<file path="src/rtl/core/desa_pkg.sv">
// ----------------------------------------------------------------------------
// desa_pkg: shared types and constants of the double-ended stack allocator
// Field widths, action and status codes, controller/datapath signal groups.
// ----------------------------------------------------------------------------
package desa_pkg;

   // field widths
   localparam int FIELD_W  = 24;
   localparam int ACTION_W = 2;
   localparam int STATUS_W = 3;

   // defaults of the top level parameters
   localparam int MARK_DEPTH_DEF  = 16;
   localparam int ALIGN_BYTES_DEF = 8;
   localparam int ADDR_BITS_DEF   = 24;

   // heap size after reset
   localparam logic [FIELD_W-1:0] HEAP_RESET = 24'd1048576;

   // request actions
   localparam logic [ACTION_W-1:0] ACT_ALLOC   = 2'd0;
   localparam logic [ACTION_W-1:0] ACT_MARK    = 2'd1;
   localparam logic [ACTION_W-1:0] ACT_RELEASE = 2'd2;

   // result status codes
   localparam logic [STATUS_W-1:0] ST_OK    = 3'd0;
   localparam logic [STATUS_W-1:0] ST_ZERO  = 3'd1;
   localparam logic [STATUS_W-1:0] ST_NOMEM = 3'd2;
   localparam logic [STATUS_W-1:0] ST_FULL  = 3'd3;
   localparam logic [STATUS_W-1:0] ST_EMPTY = 3'd4;

   // controller -> datapath commands
   typedef struct packed {
      logic take_req;   // latch request word
      logic take_cfg;   // latch heap size word
      logic mul;        // reciprocal multiply
      logic qmul;       // quotient times alignment
      logic fix;        // correction, aligned size ready
      logic init;       // reload pointers, empty stacks
      logic read;       // mark stack read
      logic exec;       // apply action, form result
      logic load;       // move result into output register
   } cmd_type;

   // datapath -> controller status
   typedef struct packed {
      logic req_align;    // incoming request is a nonzero allocate
      logic req_release;  // incoming request is a release
      logic cfg_op;       // alignment run belongs to a heap size write
      logic out_free;     // output register can take a word
   } sts_type;

endpackage

</file>
<file path="src/rtl/core/desa_ifs.sv">
// ----------------------------------------------------------------------------
// desa channel interfaces
// Request, response and register write channels with valid/ready handshake.
// ----------------------------------------------------------------------------

// request channel
interface desa_req_if;
   logic                                  valid;
   logic                                  ready;
   logic [desa_pkg::ACTION_W-1:0]         action;
   logic                                  from_top;
   logic [desa_pkg::FIELD_W-1:0]          request_bytes;

   modport source (output valid, action, from_top, request_bytes, input ready);
   modport sink   (input valid, action, from_top, request_bytes, output ready);
endinterface

// response channel
interface desa_rsp_if;
   logic                                  valid;
   logic                                  ready;
   logic [desa_pkg::FIELD_W-1:0]          address;
   logic [desa_pkg::STATUS_W-1:0]         status;

   modport source (output valid, address, status, input ready);
   modport sink   (input valid, address, status, output ready);
endinterface

// heap size register write channel
interface desa_csr_if;
   logic                                  valid;
   logic                                  ready;
   logic [desa_pkg::FIELD_W-1:0]          heap_size;

   modport source (output valid, heap_size, input ready);
   modport sink   (input valid, heap_size, output ready);
endinterface

</file>
<file path="src/rtl/core/double_ended_stack_allocator_core.sv">
// ----------------------------------------------------------------------------
// double_ended_stack_allocator_core: two-ended mark/release heap allocator
// Allocates from the bottom or top end of one heap, with per-end mark stacks.
// ----------------------------------------------------------------------------
// Channels: req_port takes one request word (action, from_top, request_bytes),
// rsp_port returns exactly one word (address, status) per request, csr_port
// writes heap_size, which reloads both pointers and empties both mark stacks.
// One request is in work at a time. After acceptance, mark, unused actions and
// zero-size allocates pass the execute and load states; a release first does
// one registered mark stack read, and any other allocate first runs the align-up
// chain (reciprocal multiply, quotient times alignment, correction). The next
// request is taken in idle after its predecessor's word is loaded, if no heap
// size write wins. A heap size write runs the align-up chain, then the reload.
// The response sits in an output register: while the receiver stalls, the
// block accepts and works the next request and holds its word until the
// register frees. After reset the heap is 1048576 bytes, the bottom pointer
// is 0, the top pointer the aligned heap size, and both mark stacks are empty.
// ----------------------------------------------------------------------------
module double_ended_stack_allocator_core #(
   parameter int MARK_DEPTH  = desa_pkg::MARK_DEPTH_DEF,
   parameter int ALIGN_BYTES = desa_pkg::ALIGN_BYTES_DEF,
   parameter int ADDR_BITS   = desa_pkg::ADDR_BITS_DEF
) (
   input  logic        clock,
   input  logic        reset,
   desa_req_if.sink    req_port,
   desa_rsp_if.source  rsp_port,
   desa_csr_if.sink    csr_port
);

   desa_pkg::cmd_type cmd;
   desa_pkg::sts_type sts;

   // sequencer
   desa_ctrl u_ctrl (
      .clock     (clock),
      .reset     (reset),
      .req_valid (req_port.valid),
      .req_ready (req_port.ready),
      .csr_valid (csr_port.valid),
      .csr_ready (csr_port.ready),
      .sts       (sts),
      .cmd       (cmd)
   );

   // datapath
   desa_dpath #(
      .MARK_DEPTH  (MARK_DEPTH),
      .ALIGN_BYTES (ALIGN_BYTES),
      .ADDR_BITS   (ADDR_BITS)
   ) u_dpath (
      .clock             (clock),
      .reset             (reset),
      .cmd               (cmd),
      .sts               (sts),
      .req_action        (req_port.action),
      .req_from_top      (req_port.from_top),
      .req_request_bytes (req_port.request_bytes),
      .csr_heap_size     (csr_port.heap_size),
      .rsp_valid         (rsp_port.valid),
      .rsp_ready         (rsp_port.ready),
      .rsp_address       (rsp_port.address),
      .rsp_status        (rsp_port.status)
   );

endmodule

</file>
<file path="src/rtl/core/desa_ctrl.sv">
// ----------------------------------------------------------------------------
// desa_ctrl: allocator sequencer
// Steps one request or one heap size write through the datapath.
// ----------------------------------------------------------------------------
module desa_ctrl (
   input  logic               clock,
   input  logic               reset,
   input  logic               req_valid,
   output logic               req_ready,
   input  logic               csr_valid,
   output logic               csr_ready,
   input  desa_pkg::sts_type  sts,
   output desa_pkg::cmd_type  cmd
);

   localparam logic [2:0] S_IDLE = 3'd0;
   localparam logic [2:0] S_MUL  = 3'd1;
   localparam logic [2:0] S_QMUL = 3'd2;
   localparam logic [2:0] S_FIX  = 3'd3;
   localparam logic [2:0] S_INIT = 3'd4;
   localparam logic [2:0] S_READ = 3'd5;
   localparam logic [2:0] S_EXEC = 3'd6;
   localparam logic [2:0] S_LOAD = 3'd7;

   logic [2:0] state_ff;
   logic [2:0] state_in;

   // register writes win over requests in idle
   assign csr_ready = (state_ff == S_IDLE);
   assign req_ready = (state_ff == S_IDLE) & ~csr_valid;

   // next state and commands
   always_comb begin
      state_in = state_ff;
      cmd      = '0;
      unique case (state_ff)
         S_IDLE: begin
            if (csr_valid) begin
               cmd.take_cfg = 1'b1;
               state_in     = S_MUL;
            end else if (req_valid) begin
               cmd.take_req = 1'b1;
               if (sts.req_align)        state_in = S_MUL;
               else if (sts.req_release) state_in = S_READ;
               else                      state_in = S_EXEC;
            end
         end
         S_MUL: begin
            cmd.mul  = 1'b1;
            state_in = S_QMUL;
         end
         S_QMUL: begin
            cmd.qmul = 1'b1;
            state_in = S_FIX;
         end
         S_FIX: begin
            cmd.fix  = 1'b1;
            state_in = sts.cfg_op ? S_INIT : S_EXEC;
         end
         S_INIT: begin
            cmd.init = 1'b1;
            state_in = S_IDLE;
         end
         S_READ: begin
            cmd.read = 1'b1;
            state_in = S_EXEC;
         end
         S_EXEC: begin
            cmd.exec = 1'b1;
            state_in = S_LOAD;
         end
         S_LOAD: begin
            if (sts.out_free) begin
               cmd.load = 1'b1;
               state_in = S_IDLE;
            end
         end
         default: state_in = S_IDLE;
      endcase
   end

   // state register
   always_ff @(posedge clock) begin
      if (reset) begin
         state_ff <= S_IDLE;
      end else begin
         state_ff <= state_in;
      end
   end

endmodule

</file>
<file path="src/rtl/core/desa_dpath.sv">
// ----------------------------------------------------------------------------
// desa_dpath: allocator datapath
// Size alignment unit, both end pointers, both mark stacks, output register.
// ----------------------------------------------------------------------------
module desa_dpath #(
   parameter int MARK_DEPTH  = desa_pkg::MARK_DEPTH_DEF,
   parameter int ALIGN_BYTES = desa_pkg::ALIGN_BYTES_DEF,
   parameter int ADDR_BITS   = desa_pkg::ADDR_BITS_DEF
) (
   input  logic                               clock,
   input  logic                               reset,
   input  desa_pkg::cmd_type                  cmd,
   output desa_pkg::sts_type                  sts,
   input  logic [desa_pkg::ACTION_W-1:0]      req_action,
   input  logic                               req_from_top,
   input  logic [desa_pkg::FIELD_W-1:0]       req_request_bytes,
   input  logic [desa_pkg::FIELD_W-1:0]       csr_heap_size,
   output logic                               rsp_valid,
   input  logic                               rsp_ready,
   output logic [desa_pkg::FIELD_W-1:0]       rsp_address,
   output logic [desa_pkg::STATUS_W-1:0]      rsp_status
);

   // alignment operand width: a field plus the rounding carry
   localparam int SW   = desa_pkg::FIELD_W + 1;
   localparam int RW   = SW + 1;
   localparam int CW   = (ADDR_BITS > SW) ? ADDR_BITS : SW;
   localparam int CNTW = $clog2(MARK_DEPTH + 1);
   localparam int IW   = (MARK_DEPTH > 1) ? $clog2(MARK_DEPTH) : 1;

   localparam logic [RW-1:0] RECIP     = RW'((64'd1 << SW) / ALIGN_BYTES);
   localparam logic [SW-1:0] ALIGN_W   = SW'(ALIGN_BYTES);
   localparam logic [SW-1:0] ALIGN_M1  = SW'(ALIGN_BYTES - 1);
   localparam logic [63:0]   ADDR_MASK = (64'd1 << ADDR_BITS) - 64'd1;
   localparam logic [63:0]   TOP_MAX   = (ADDR_MASK / ALIGN_BYTES) * ALIGN_BYTES;
   localparam logic [63:0]   HEAP_ALN  =
      ((64'(desa_pkg::HEAP_RESET) + ALIGN_BYTES - 1) / ALIGN_BYTES) * ALIGN_BYTES;
   localparam logic [63:0]   TOP_RESET = (HEAP_ALN > ADDR_MASK) ? TOP_MAX : HEAP_ALN;
   localparam logic [CNTW-1:0] DEPTH_C = CNTW'(MARK_DEPTH);

   // request and alignment registers
   logic [desa_pkg::ACTION_W-1:0] act_ff;
   logic                          top_sel_ff;
   logic                          zero_ff;
   logic                          cfg_ff;
   logic [SW-1:0]                 m_ff;
   logic [SW+RW-1:0]              prod_ff;
   logic [SW-1:0]                 qa_ff;
   logic [SW-1:0]                 size_ff;
   logic [SW-1:0]                 diff;

   // allocator state
   logic [ADDR_BITS-1:0] top_ff,  top_in;
   logic [ADDR_BITS-1:0] bot_ff,  bot_in;
   logic [CNTW-1:0]      tcnt_ff, tcnt_in;
   logic [CNTW-1:0]      bcnt_ff, bcnt_in;
   logic [ADDR_BITS-1:0] top_marks [MARK_DEPTH];
   logic [ADDR_BITS-1:0] bot_marks [MARK_DEPTH];
   logic [ADDR_BITS-1:0] trd_ff;
   logic [ADDR_BITS-1:0] brd_ff;
   logic [IW-1:0]        tidx;
   logic [IW-1:0]        bidx;
   logic                 push_top;
   logic                 push_bot;

   // result and output registers
   logic [desa_pkg::FIELD_W-1:0]  res_addr_ff,   res_addr_in;
   logic [desa_pkg::STATUS_W-1:0] res_status_ff, res_status_in;
   logic                          rsp_valid_ff;
   logic [desa_pkg::FIELD_W-1:0]  rsp_addr_ff;
   logic [desa_pkg::STATUS_W-1:0] rsp_status_ff;

   // execute-stage arithmetic in a common width
   logic [CW-1:0]        size_c, top_c, bot_c, room;
   logic [ADDR_BITS-1:0] top_sub, bot_add, top_init;

   // status to controller
   assign sts.req_align   = (req_action == desa_pkg::ACT_ALLOC) &&
                            (req_request_bytes != '0);
   assign sts.req_release = (req_action == desa_pkg::ACT_RELEASE);
   assign sts.cfg_op      = cfg_ff;
   assign sts.out_free    = ~rsp_valid_ff | rsp_ready;

   // align-up unit: floor((n+A-1)/A)*A by reciprocal, one correction step
   assign diff = m_ff - qa_ff;

   always_ff @(posedge clock) begin
      if (cmd.take_req) begin
         act_ff     <= req_action;
         top_sel_ff <= req_from_top;
         zero_ff    <= (req_request_bytes == '0);
         m_ff       <= SW'(req_request_bytes) + ALIGN_M1;
      end else if (cmd.take_cfg) begin
         m_ff       <= SW'(csr_heap_size) + ALIGN_M1;
      end
      if (cmd.mul)  prod_ff <= (SW+RW)'(m_ff) * (SW+RW)'(RECIP);
      if (cmd.qmul) qa_ff   <= prod_ff[SW +: SW] * ALIGN_W;
      if (cmd.fix)  size_ff <= (diff >= ALIGN_W) ? (qa_ff + ALIGN_W) : qa_ff;
   end

   // heap size write flag: set by a register write, cleared by a request
   always_ff @(posedge clock) begin
      if (reset) begin
         cfg_ff <= 1'b0;
      end else if (cmd.take_cfg) begin
         cfg_ff <= 1'b1;
      end else if (cmd.take_req) begin
         cfg_ff <= 1'b0;
      end
   end

   // mark stack read, top of each stack
   assign tidx = (tcnt_ff == '0) ? '0 : IW'(tcnt_ff - CNTW'(1));
   assign bidx = (bcnt_ff == '0) ? '0 : IW'(bcnt_ff - CNTW'(1));

   always_ff @(posedge clock) begin
      if (cmd.read) begin
         trd_ff <= top_marks[tidx];
         brd_ff <= bot_marks[bidx];
      end
   end

   // mark stack push
   always_ff @(posedge clock) begin
      if (push_top) top_marks[IW'(tcnt_ff)] <= top_ff;
      if (push_bot) bot_marks[IW'(bcnt_ff)] <= bot_ff;
   end

   assign size_c   = CW'(size_ff);
   assign top_c    = CW'(top_ff);
   assign bot_c    = CW'(bot_ff);
   assign room     = (top_c >= bot_c) ? (top_c - bot_c) : '0;
   assign top_sub  = ADDR_BITS'(top_c - size_c);
   assign bot_add  = ADDR_BITS'(bot_c + size_c);
   assign top_init = (CW'(size_ff) > CW'(ADDR_MASK)) ? TOP_MAX[ADDR_BITS-1:0]
                                                     : ADDR_BITS'(size_ff);

   // pointer, stack and result update
   always_comb begin
      top_in        = top_ff;
      bot_in        = bot_ff;
      tcnt_in       = tcnt_ff;
      bcnt_in       = bcnt_ff;
      res_addr_in   = res_addr_ff;
      res_status_in = res_status_ff;
      push_top      = 1'b0;
      push_bot      = 1'b0;
      if (cmd.init) begin
         top_in  = top_init;
         bot_in  = '0;
         tcnt_in = '0;
         bcnt_in = '0;
      end
      if (cmd.exec) begin
         res_addr_in   = '0;
         res_status_in = desa_pkg::ST_OK;
         unique case (act_ff)
            desa_pkg::ACT_ALLOC: begin
               if (zero_ff) begin
                  res_status_in = desa_pkg::ST_ZERO;
               end else if (size_c > room) begin
                  res_status_in = desa_pkg::ST_NOMEM;
               end else if (top_sel_ff) begin
                  top_in      = top_sub;
                  res_addr_in = desa_pkg::FIELD_W'(top_sub);
               end else begin
                  bot_in      = bot_add;
                  res_addr_in = desa_pkg::FIELD_W'(bot_ff);
               end
            end
            desa_pkg::ACT_MARK: begin
               if (top_sel_ff) begin
                  if (tcnt_ff >= DEPTH_C) begin
                     res_status_in = desa_pkg::ST_FULL;
                  end else begin
                     push_top = 1'b1;
                     tcnt_in  = tcnt_ff + CNTW'(1);
                  end
               end else begin
                  if (bcnt_ff >= DEPTH_C) begin
                     res_status_in = desa_pkg::ST_FULL;
                  end else begin
                     push_bot = 1'b1;
                     bcnt_in  = bcnt_ff + CNTW'(1);
                  end
               end
            end
            desa_pkg::ACT_RELEASE: begin
               if (top_sel_ff) begin
                  if (tcnt_ff == '0) begin
                     res_status_in = desa_pkg::ST_EMPTY;
                  end else begin
                     top_in  = trd_ff;
                     tcnt_in = tcnt_ff - CNTW'(1);
                  end
               end else begin
                  if (bcnt_ff == '0) begin
                     res_status_in = desa_pkg::ST_EMPTY;
                  end else begin
                     bot_in  = brd_ff;
                     bcnt_in = bcnt_ff - CNTW'(1);
                  end
               end
            end
            default: ;  // unused action code: no effect, answers ok
         endcase
      end
   end

   // allocator state registers
   always_ff @(posedge clock) begin
      if (reset) begin
         top_ff  <= TOP_RESET[ADDR_BITS-1:0];
         bot_ff  <= '0;
         tcnt_ff <= '0;
         bcnt_ff <= '0;
      end else begin
         top_ff  <= top_in;
         bot_ff  <= bot_in;
         tcnt_ff <= tcnt_in;
         bcnt_ff <= bcnt_in;
      end
   end

   // result holding register
   always_ff @(posedge clock) begin
      res_addr_ff   <= res_addr_in;
      res_status_ff <= res_status_in;
   end

   // output register
   always_ff @(posedge clock) begin
      if (reset) begin
         rsp_valid_ff <= 1'b0;
      end else if (cmd.load) begin
         rsp_valid_ff <= 1'b1;
      end else if (rsp_ready) begin
         rsp_valid_ff <= 1'b0;
      end
   end

   always_ff @(posedge clock) begin
      if (cmd.load) begin
         rsp_addr_ff   <= res_addr_ff;
         rsp_status_ff <= res_status_ff;
      end
   end

   assign rsp_valid   = rsp_valid_ff;
   assign rsp_address = rsp_addr_ff;
   assign rsp_status  = rsp_status_ff;

endmodule
</file>
<file path="src/flat_wrapper.sv">
// flat-port wrapper written by rule: the top's interface ports become plain ports
module double_ended_stack_allocator_core_flat 
#(
   parameter int MARK_DEPTH  = desa_pkg::MARK_DEPTH_DEF,
   parameter int ALIGN_BYTES = desa_pkg::ALIGN_BYTES_DEF,
   parameter int ADDR_BITS   = desa_pkg::ADDR_BITS_DEF
)
  (clock, reset, req_port_valid, req_port_action, req_port_from_top, req_port_request_bytes, req_port_ready, rsp_port_valid, rsp_port_address, rsp_port_status, rsp_port_ready, csr_port_valid, csr_port_heap_size, csr_port_ready);
  desa_req_if req_port_i ();
  desa_rsp_if rsp_port_i ();
  desa_csr_if csr_port_i ();
  input  logic clock;
  input  logic reset;
  input wire logic [$bits(req_port_i.valid)-1:0] req_port_valid;
  input wire logic [$bits(req_port_i.action)-1:0] req_port_action;
  input wire logic [$bits(req_port_i.from_top)-1:0] req_port_from_top;
  input wire logic [$bits(req_port_i.request_bytes)-1:0] req_port_request_bytes;
  output wire logic [$bits(req_port_i.ready)-1:0] req_port_ready;
  output wire logic [$bits(rsp_port_i.valid)-1:0] rsp_port_valid;
  output wire logic [$bits(rsp_port_i.address)-1:0] rsp_port_address;
  output wire logic [$bits(rsp_port_i.status)-1:0] rsp_port_status;
  input wire logic [$bits(rsp_port_i.ready)-1:0] rsp_port_ready;
  input wire logic [$bits(csr_port_i.valid)-1:0] csr_port_valid;
  input wire logic [$bits(csr_port_i.heap_size)-1:0] csr_port_heap_size;
  output wire logic [$bits(csr_port_i.ready)-1:0] csr_port_ready;
  assign req_port_i.valid = req_port_valid;
  assign req_port_i.action = req_port_action;
  assign req_port_i.from_top = req_port_from_top;
  assign req_port_i.request_bytes = req_port_request_bytes;
  assign req_port_ready = req_port_i.ready;
  assign rsp_port_valid = rsp_port_i.valid;
  assign rsp_port_address = rsp_port_i.address;
  assign rsp_port_status = rsp_port_i.status;
  assign rsp_port_i.ready = rsp_port_ready;
  assign csr_port_i.valid = csr_port_valid;
  assign csr_port_i.heap_size = csr_port_heap_size;
  assign csr_port_ready = csr_port_i.ready;
  double_ended_stack_allocator_core #(.MARK_DEPTH(MARK_DEPTH), .ALIGN_BYTES(ALIGN_BYTES), .ADDR_BITS(ADDR_BITS)) u_core (.clock(clock), .reset(reset), .req_port(req_port_i), .rsp_port(rsp_port_i), .csr_port(csr_port_i));
endmodule
</file>
<file path="config.mk">
export PLATFORM = sky130hd
export DESIGN_NAME = double_ended_stack_allocator_core_flat
export DESIGN_NICKNAME = d
export VERILOG_FILES = /design/src/rtl/core/desa_pkg.sv /design/src/rtl/core/desa_ifs.sv /design/src/rtl/core/double_ended_stack_allocator_core.sv /design/src/rtl/core/desa_ctrl.sv /design/src/rtl/core/desa_dpath.sv /design/src/flat_wrapper.sv
export SDC_FILE = /design/constraint.sdc
export NUM_CORES = 2
export LEC_CHECK = 0
export BUFFER_PORTS_ARGS = -buffer_cell sky130_fd_sc_hd__buf_2
export CORE_MARGIN = 5
export CORE_UTILIZATION = 50
export CTS_BUF_LIST = sky130_fd_sc_hd__clkbuf_16
export DETAILED_ROUTE_END_ITERATION = 6
export GPL_ROUTABILITY_DRIVEN = 0
export PLACE_DENSITY = 0.66
export SYNTH_ARGS = -nofsm -noshare
export SYNTH_HDL_FRONTEND = slang
export SYNTH_SLANG_ARGS = --single-unit
</file>
<file path="constraint.sdc">
create_clock -name clock -period 10.1 [get_ports clock]
set_clock_uncertainty 0.05 [all_clocks]
set_input_delay 1.515 -clock clock [delete_from_list [all_inputs] [get_ports clock]]
set_output_delay 1.515 -clock clock [all_outputs]
set_load 0.02 [all_outputs]
</file>
Word-level counts from Yosys, hierarchy flattened

Memories as Yosys holds them, arrays and structs flattened. A register that Yosys moved wholly into a read port is not among the register bits.
Index checks and enable logic that the tools add are counted.

Memories kept: 2
Input port bits: 56
Word-level logic and storage cells: 149
Memory bits (writable): 768
Flip-flop bits (word level): 218

Memories:

| name                     | words | bits a word | rd ports | clocked after memory_dff | write ports | line             | source |
|---|---|---|---|---|---|---|---|
| u_core.u_dpath.bot_marks | 16    | 24          | 1        | 1                        | 1           | desa_dpath.sv:58 | `logic [ADDR_BITS-1:0] bot_marks [MARK_DEPTH];` |
| u_core.u_dpath.top_marks | 16    | 24          | 1        | 1                        | 1           | desa_dpath.sv:57 | `logic [ADDR_BITS-1:0] top_marks [MARK_DEPTH];` |

Multiplexer cells: 82
Bitwise logic cells: 5
Add/subtract/negate cells: 11
Reductions and logical operators: 12
Equal/unequal tests: 12
Magnitude comparators: 6

Operators with widths:

| cell                    | number |
|---|---|
| $mux W24                | 16 |
| $mux W25                | 4 |
| $pmux W24 S2            | 2 |
| $mux W5                 | 12 |
| $add A24 B3 Y25 const B | 2 |
| $mux W1                 | 27 |
| $add A25 B4 Y25 const B | 1 |
| $ge A25 B4 Y1 const B   | 1 |
| $gt A25 B24 Y1 const B  | 1 |
| $gt A25 B25 Y1          | 1 |
| $sub A24 B24 Y25        | 1 |
| $sub A25 B25 Y25        | 1 |
| $add A24 B24 Y24        | 1 |
| $ge A24 B24 Y1          | 1 |
| $logic_not A24 Y1       | 1 |
| $mux W3                 | 8 |
| $pmux W3 S8             | 1 |
| $reduce_bool A24 Y1     | 1 |
| $sub A24 B24 Y24        | 1 |
| $pmux W5 S2             | 2 |
| $mux W2                 | 7 |
| $eq A3 B3 Y1 const B    | 4 |
| $add A5 B1 Y5 const B   | 2 |
| $ge A5 B5 Y1 const B    | 2 |
| 19 further kinds        | 28 |

Longest topological paths before layout

Depth after elaboration: 8
Gate-level depth with buffers: 25

Modules after synthesis

A second synthesis with hierarchy kept.

Cells, all modules: 3,744
Area total of the unflattened synthesis: 47,214.0 um^2

Modules (own cells, without submodules):

| module     | area an instance (um^2) | instances | cells each |
|---|---|---|---|
| desa_dpath | 46,957.5                | 1         | 3,710 |
| desa_ctrl  | 256.5                   | 1         | 34 |

Least setup slack after synthesis

Ideal clock, no wire load.

Kind: flip-flop to flip-flop
Start point: reg u_core.u_dpath.bot_ff[10]
End point: reg u_core.u_dpath.bot_ff[14]
Data required time: 9.955 ns
Stages on the path, launching flop included: 23
Period minus slack after synthesis: 5.705 ns
Path buffers: 3
Data arrival time: 5.559 ns
Slack: 4.395 ns
Cell sequence: dfxtp_1 -> inv_1 -> ha_1 -> clkbuf_1 -> nand3_1 -> or3_1 -> or3_1 -> o31a_1 -> o31a_1 -> nand2_1 -> clkbuf_1 -> nand2_1 -> ha_1 -> a21o_1 -> a2111oi_0 -> o311ai_0 -> nor2_1 -> o21a_1 -> nor3b_2 -> buf_6 -> mux2i_1 -> nand2_1 -> a221oi_1

Longest elaborated chain between the ends: 7
Elaborated cells on any way between the ends: 10

RTL lines:

| element                                            | line              | source |
|---|---|---|
| from (decl)                                        | desa_dpath.sv:54  | `logic [ADDR_BITS-1:0] bot_ff, bot_in;` |
| from (signal assigned)                             | desa_dpath.sv:219 | `bot_ff <= bot_in;` |
| $sub A24 B24 Y25 or $ge A24 B24 Y1 (tied branches) | desa_dpath.sv:132 | `assign room = (top_c >= bot_c) ? (top_c - bot_c) : '0;` |
| $mux W25                                           | desa_dpath.sv:132 |  |
| $gt A25 B25 Y1                                     | desa_dpath.sv:161 | `end else if (size_c > room) begin` |
| $mux W24 (*)                                       | desa_dpath.sv:161 |  |
| $mux W24 (*)                                       | desa_dpath.sv:159 | `if (zero_ff) begin` |
| $pmux W24 S2 (*)                                   | desa_dpath.sv:157 | `unique case (act_ff)` |
| $mux W24 (*)                                       | desa_dpath.sv:154 | `if (cmd.exec) begin` |

Every way passes the cells marked *; elsewhere a longest branch is shown, timed or not.
A chain may end at the register's enable or synchronous reset.

Final worst setup path

Start point: reg u_core.u_dpath.bot_ff[2]
End point: reg u_core.u_dpath.top_ff[17]

Longest elaborated chain between the ends: 7
Elaborated cells on any way between the ends: 8

RTL lines:

| element                                            | line              | source |
|---|---|---|
| $sub A24 B24 Y25 or $ge A24 B24 Y1 (tied branches) | desa_dpath.sv:132 |  |
| $mux W25 (*)                                       | desa_dpath.sv:132 |  |
| $gt A25 B25 Y1 (*)                                 | desa_dpath.sv:161 |  |
| $mux W24 (*)                                       | desa_dpath.sv:161 |  |
| $mux W24 (*)                                       | desa_dpath.sv:159 |  |
| $pmux W24 S2 (*)                                   | desa_dpath.sv:157 |  |
| $mux W24 (*)                                       | desa_dpath.sv:154 |  |
| to (signal assigned)                               | desa_dpath.sv:213 | `top_ff <= TOP_RESET[ADDR_BITS-1:0];` |
| to (signal assigned)                               | desa_dpath.sv:218 | `top_ff <= top_in;` |
| to (decl)                                          | desa_dpath.sv:53  | `logic [ADDR_BITS-1:0] top_ff, top_in;` |

Marks and branches as above.

==> results.txt <==
----------------------------------------------------
[Run status]
  Outcome ... complete, no violations

[Clocking]
  Number of CTS-inserted buffers ... 102
  Clock Tree Buf Depth ... 3
  Clock tree from TritonCTS ... built
  Clock root buffer master ... sky130_fd_sc_hd__clkbuf_16
  Clock sinks ... 1025
  CTS resizes ... 0
  H-tree levels ... 3
  Worst-skew pair later-pin latency ... 0.68 ns
  Clock transition at the registers of the reported paths ... 0.06 ns
  Post-CTS setup buffer count ... 0
  Hold buffer count at cts ... 0

[Final layout]
  Final core occ ... 0.559
  Net count, final ... 3923
  Most used cells in the layout excluding fill and tap cells ... sky130_fd_sc_hd__edfxtp_1 (962), sky130_fd_sc_hd__nand2_1 (358), sky130_fd_sc_hd__o21ai_0 (275), sky130_fd_sc_hd__or3_1 (220), sky130_fd_sc_hd__nor2_1 (137)
  Area Overhead vs Synth ... 10.9%
  Number of cells in the finished layout apart from fillers ... 5080
  # diodes ... 0
  Number of fill cells ... 7525
  Most frequent standard cell in the layout excluding fill and tap cells ... sky130_fd_sc_hd__edfxtp_1
  Share of cells above drive strength 1 ... 0.106

[Setup path]
  Worst path required time ... 10.61 ns
  Worst Reg-to-Reg Cells ... 21
  FF-to-FF End ... u_core.u_dpath.top_ff[17]$_SDFF_PP0_
  Largest stage delay, worst path ... 0.92 ns
  Minimum setup slack among reg-to-reg paths ... 2.92 ns
  Cell-by-cell listing of the critical path ... inv_1 -> ha_1 -> nor2b_1 -> o21ai_0 -> nand2b_1 -> a21boi_0 -> o31ai_1 -> o41ai_1 -> o21ai_0 -> a41oi_1 -> xnor2_1 -> nand2_1 -> ha_1 -> inv_1 -> nor3_1 -> nand3_1 -> nor4_1 -> o21ai_0 -> nor2_2 -> mux2i_1 -> a221o_1
  Critical path endpoint category ... register
  Critical path startpoint category ... register
  Most frequent CP cell ... sky130_fd_sc_hd__o21ai_0
  Startpoint of the lowest-slack register-to-register path ... u_core.u_dpath.bot_ff[2]$_SDFFE_PP0P_
  Beginning of the critical path ... u_core.u_dpath.bot_ff[2]$_SDFFE_PP0P_
  Crit path kind ... register to register
  CP Data Arrival Time ... 7.69 ns
  Slowest stage cell, crit path ... sky130_fd_sc_hd__nor2_2
  Worst setup path end ... u_core.u_dpath.top_ff[17]$_SDFF_PP0_
  Peak fanout along the critical path ... 22

[Synthesis]
  Share of Yosys cell area claimed by the top area cell type ... 0.613
  Post-synthesis instance area ... 47100 um2
  Post-synthesis cell count ... 3710
  Top cells by area in the synthesized netlist ... sky130_fd_sc_hd__edfxtp_1 (61%), sky130_fd_sc_hd__ha_1 (3.3%), sky130_fd_sc_hd__o21ai_0 (2.9%)
  Count of different cell masters after synthesis ... 82
  Syn Nets ... 3893
  Number of flops mapped to enable cells by yosys ... 962
  Cell accounting for the most synthesized area ... sky130_fd_sc_hd__edfxtp_1
  Synth Flop Type ... sky130_fd_sc_hd__edfxtp_1
  Yosys warning count ... 0
  Async S/R FF share, synth ... 0
  Synthesized flop and latch total ... 1025
  Synthesized area per cell ... 12.7 um2
  Portion of the post-synthesis area used by sequential elements ... 0.640

[STA]
  Slew at the pin closest to its max-slew limit ... 1.18 ns
  Fraction of the cycle the final worst path needs ... 0.711
  Top achievable clock speed ... 139 MHz
  RSZ-0062 raised after global routing ... false
  Relative max-transition margin ... 0.213
  Total negative slack for setup checks ... 0 ns
  Final Max Tran Viols ... 0
  Number of setup violations in the final report ... 0
  Fin crit period ... 7.18 ns
  Final Hold Viols ... 0

[Run]
  Max-capacitance violation count ... 0

[GRT]
  Pin count of the biggest net entering global routing ... 194
  Global routing usage summed across all routing layers ... 0.245
  Via count of the first global-routing pass ... 29439
  Initial antenna violation count ... 3
  Wire length of the first global-routing pass ... 186000 um
  Overall overflow remaining after global route ... 0

[Detailed routing]
  Antenna-violating nets left ... 0
  Overall routed net length ... 125000 um
  Routed wire per std cell ... 24.7 um
  Post-route met1 wirelength ... 53000 um
  Wire length on met3 ... 11700 um
  Via density per instance ... 6.18
  Top routing layer in use ... met5
  Met2 wire length ... 57100 um
  Vias ... 31382
  Number of violations reported at the end of detailed-routing iteration 0 ... 3673
  DRT Pass-1 Iters ... 5
  Number of design rule violations left after detail routing ... 0

[Power]
  Worst vdd rail ir drop ... 0.137 mV
  Areal power density over the cells ... 187 nW/um2
  Reported leakage power ... 17.6 nW

[Die]
  Initial Utilization ... 0.504
  Horiz. Die Dim ... 317 um
  Die Height ... 317 um
  Top-level port count ... 86
  Cell Rows ... 112
  Area of the die ... 101000 um2
  Standard cell core area ... 93500 um2

[Placed design]
  Total half-perimeter wirelength after legalization and detailed placement ... 73900 um
  Number of cells in the design after placement ... 4890
  Port Buffer Count ... 85

[Min path]
  Classification of the worst-slack hold path ... register to register

----------------------------------------------------
[layout make-up]
class,instances,area [um2],share of cell area
tap,1254,1570,0.0300
timing repair buffer,147,916,0.0175
inverter,109,412,0.00787
multi-input combinational,2355,16000,0.306
sequential,1025,30200,0.577
clock inverter,84,577,0.0110
clock buffer,106,2650,0.0507
[synth_stat cells, types with 97 or more instances]
master / count
sky130_fd_sc_hd__edfxtp_1: 962
sky130_fd_sc_hd__a211oi_1: 115
sky130_fd_sc_hd__ha_1: 123
sky130_fd_sc_hd__a21oi_1: 97
sky130_fd_sc_hd__inv_1: 107
sky130_fd_sc_hd__nor2_1: 177
sky130_fd_sc_hd__or3_1: 220
sky130_fd_sc_hd__clkbuf_1: 201
sky130_fd_sc_hd__a31oi_1: 112
sky130_fd_sc_hd__nand2_1: 360
sky130_fd_sc_hd__o211ai_1: 102
sky130_fd_sc_hd__o21ai_0: 275
[metal layers]
| layer | GRT usage | vias up |
|---|---|---|
| met5 | 0 | - |
| met4 | 0.0700 | 4 |
| met3 | 0.0463 | 215 |
| met2 | 0.384 | 1358 |
| met1 | 0.356 | 15509 |
| li1 | - | 14296 |
[how the worst min path moves through the flow]
stage,from,endpoint,slack (ns),cells after the start
finish,u_core.u_dpath.res_addr_ff[8]$_SDFFCE_PP0P_,u_core.u_dpath.rsp_address[8]$_DFFE_PP_,0.36,0
global route,u_core.u_dpath.prod_ff[30]$_DFFE_PP_,u_core.u_dpath.qa_ff[8]$_DFFE_PP_,0.37,0
CTS,u_core.u_dpath.prod_ff[26]$_DFFE_PP_,u_core.u_dpath.qa_ff[4]$_DFFE_PP_,0.37,0
detailed placement,u_core.u_dpath.prod_ff[44]$_DFFE_PP_,u_core.u_dpath.qa_ff[22]$_DFFE_PP_,0.35,0
global placement,u_core.u_dpath.prod_ff[28]$_DFFE_PP_,u_core.u_dpath.qa_ff[6]$_DFFE_PP_,0.35,0
floorplan,u_core.u_dpath.prod_ff[32]$_DFFE_PP_,u_core.u_dpath.qa_ff[10]$_DFFE_PP_,0.35,0
[kinds of logic (layout without fill, tap and decap cells)]
logic type / after synthesis / after routing / synth area share
AOI/OAI and AO/OA: 912 / 912 / 0.126
xor gates and xnor gates: 116 / 116 / 0.0216
adders and majority gates: 127 / 127 / 0.0343
buffers and inverters: 330 / 446 / 0.0271
DFF: 1025 / 1025 / 0.640
muxes: 110 / 110 / 0.0362
and+or+nand+nor: 1090 / 1090 / 0.115
[sequential cells by signal, summed over array words and instances, names as in the netlist, 2 cells and up]
| signal | flops |
|---|---|
| u_core.u_dpath.m_ff | 22 |
| u_core.u_dpath.prod_ff | 22 |
| u_core.u_dpath.top_marks | 384 |
| u_core.u_dpath.qa_ff | 22 |
| u_core.u_dpath.rsp_address | 24 |
| u_core.u_ctrl.state_ff | 3 |
| u_core.u_dpath.tcnt_ff | 5 |
| u_core.u_dpath.brd_ff | 24 |
| u_core.u_dpath.top_ff | 24 |
| u_core.u_dpath.res_status_ff | 3 |
| u_core.u_dpath.size_c | 22 |
| u_core.u_dpath.res_addr_ff | 24 |
| u_core.u_dpath.bot_marks | 384 |
| u_core.u_dpath.act_ff | 2 |
| u_core.u_dpath.bcnt_ff | 5 |
| u_core.u_dpath.trd_ff | 24 |
| u_core.u_dpath.rsp_status | 3 |
| u_core.u_dpath.bot_ff | 24 |
[report_power, final]
part           total, mW  switching, mW  internal, mW
Combinational       1.26          0.775         0.484
Clock               3.63           1.56          2.07
Sequential          4.91          0.142          4.76
[per-stage QoR]
stage	power (mW)	worst slack [ns]	hold WS, ns	instance area [um2]
after detailed placement	6.22	3.17	0.355	49000
after CTS	9.83	3.13	0.368	52300
after floorplan	5.84	4.40	0.350	47100
after global placement	6.20	3.25	0.351	49000
final	9.80	2.92	0.363	52300
after global routing	10.2	2.36	0.373	52300
[critical path, delay by kind of cell (launching register included)]
family	cells	cell delay, ns
AO/OA/AOI/OAI	8	2.51
AND/OR/NAND/NOR	7	2.41
flip-flops	1	0.83
adder cells (fa/ha/maj)	2	0.75
multiplexers	1	0.19
buffers and inverters	2	0.16
XOR/XNOR	1	0.15
Note: power is estimated with default switching activity, not from simulation.
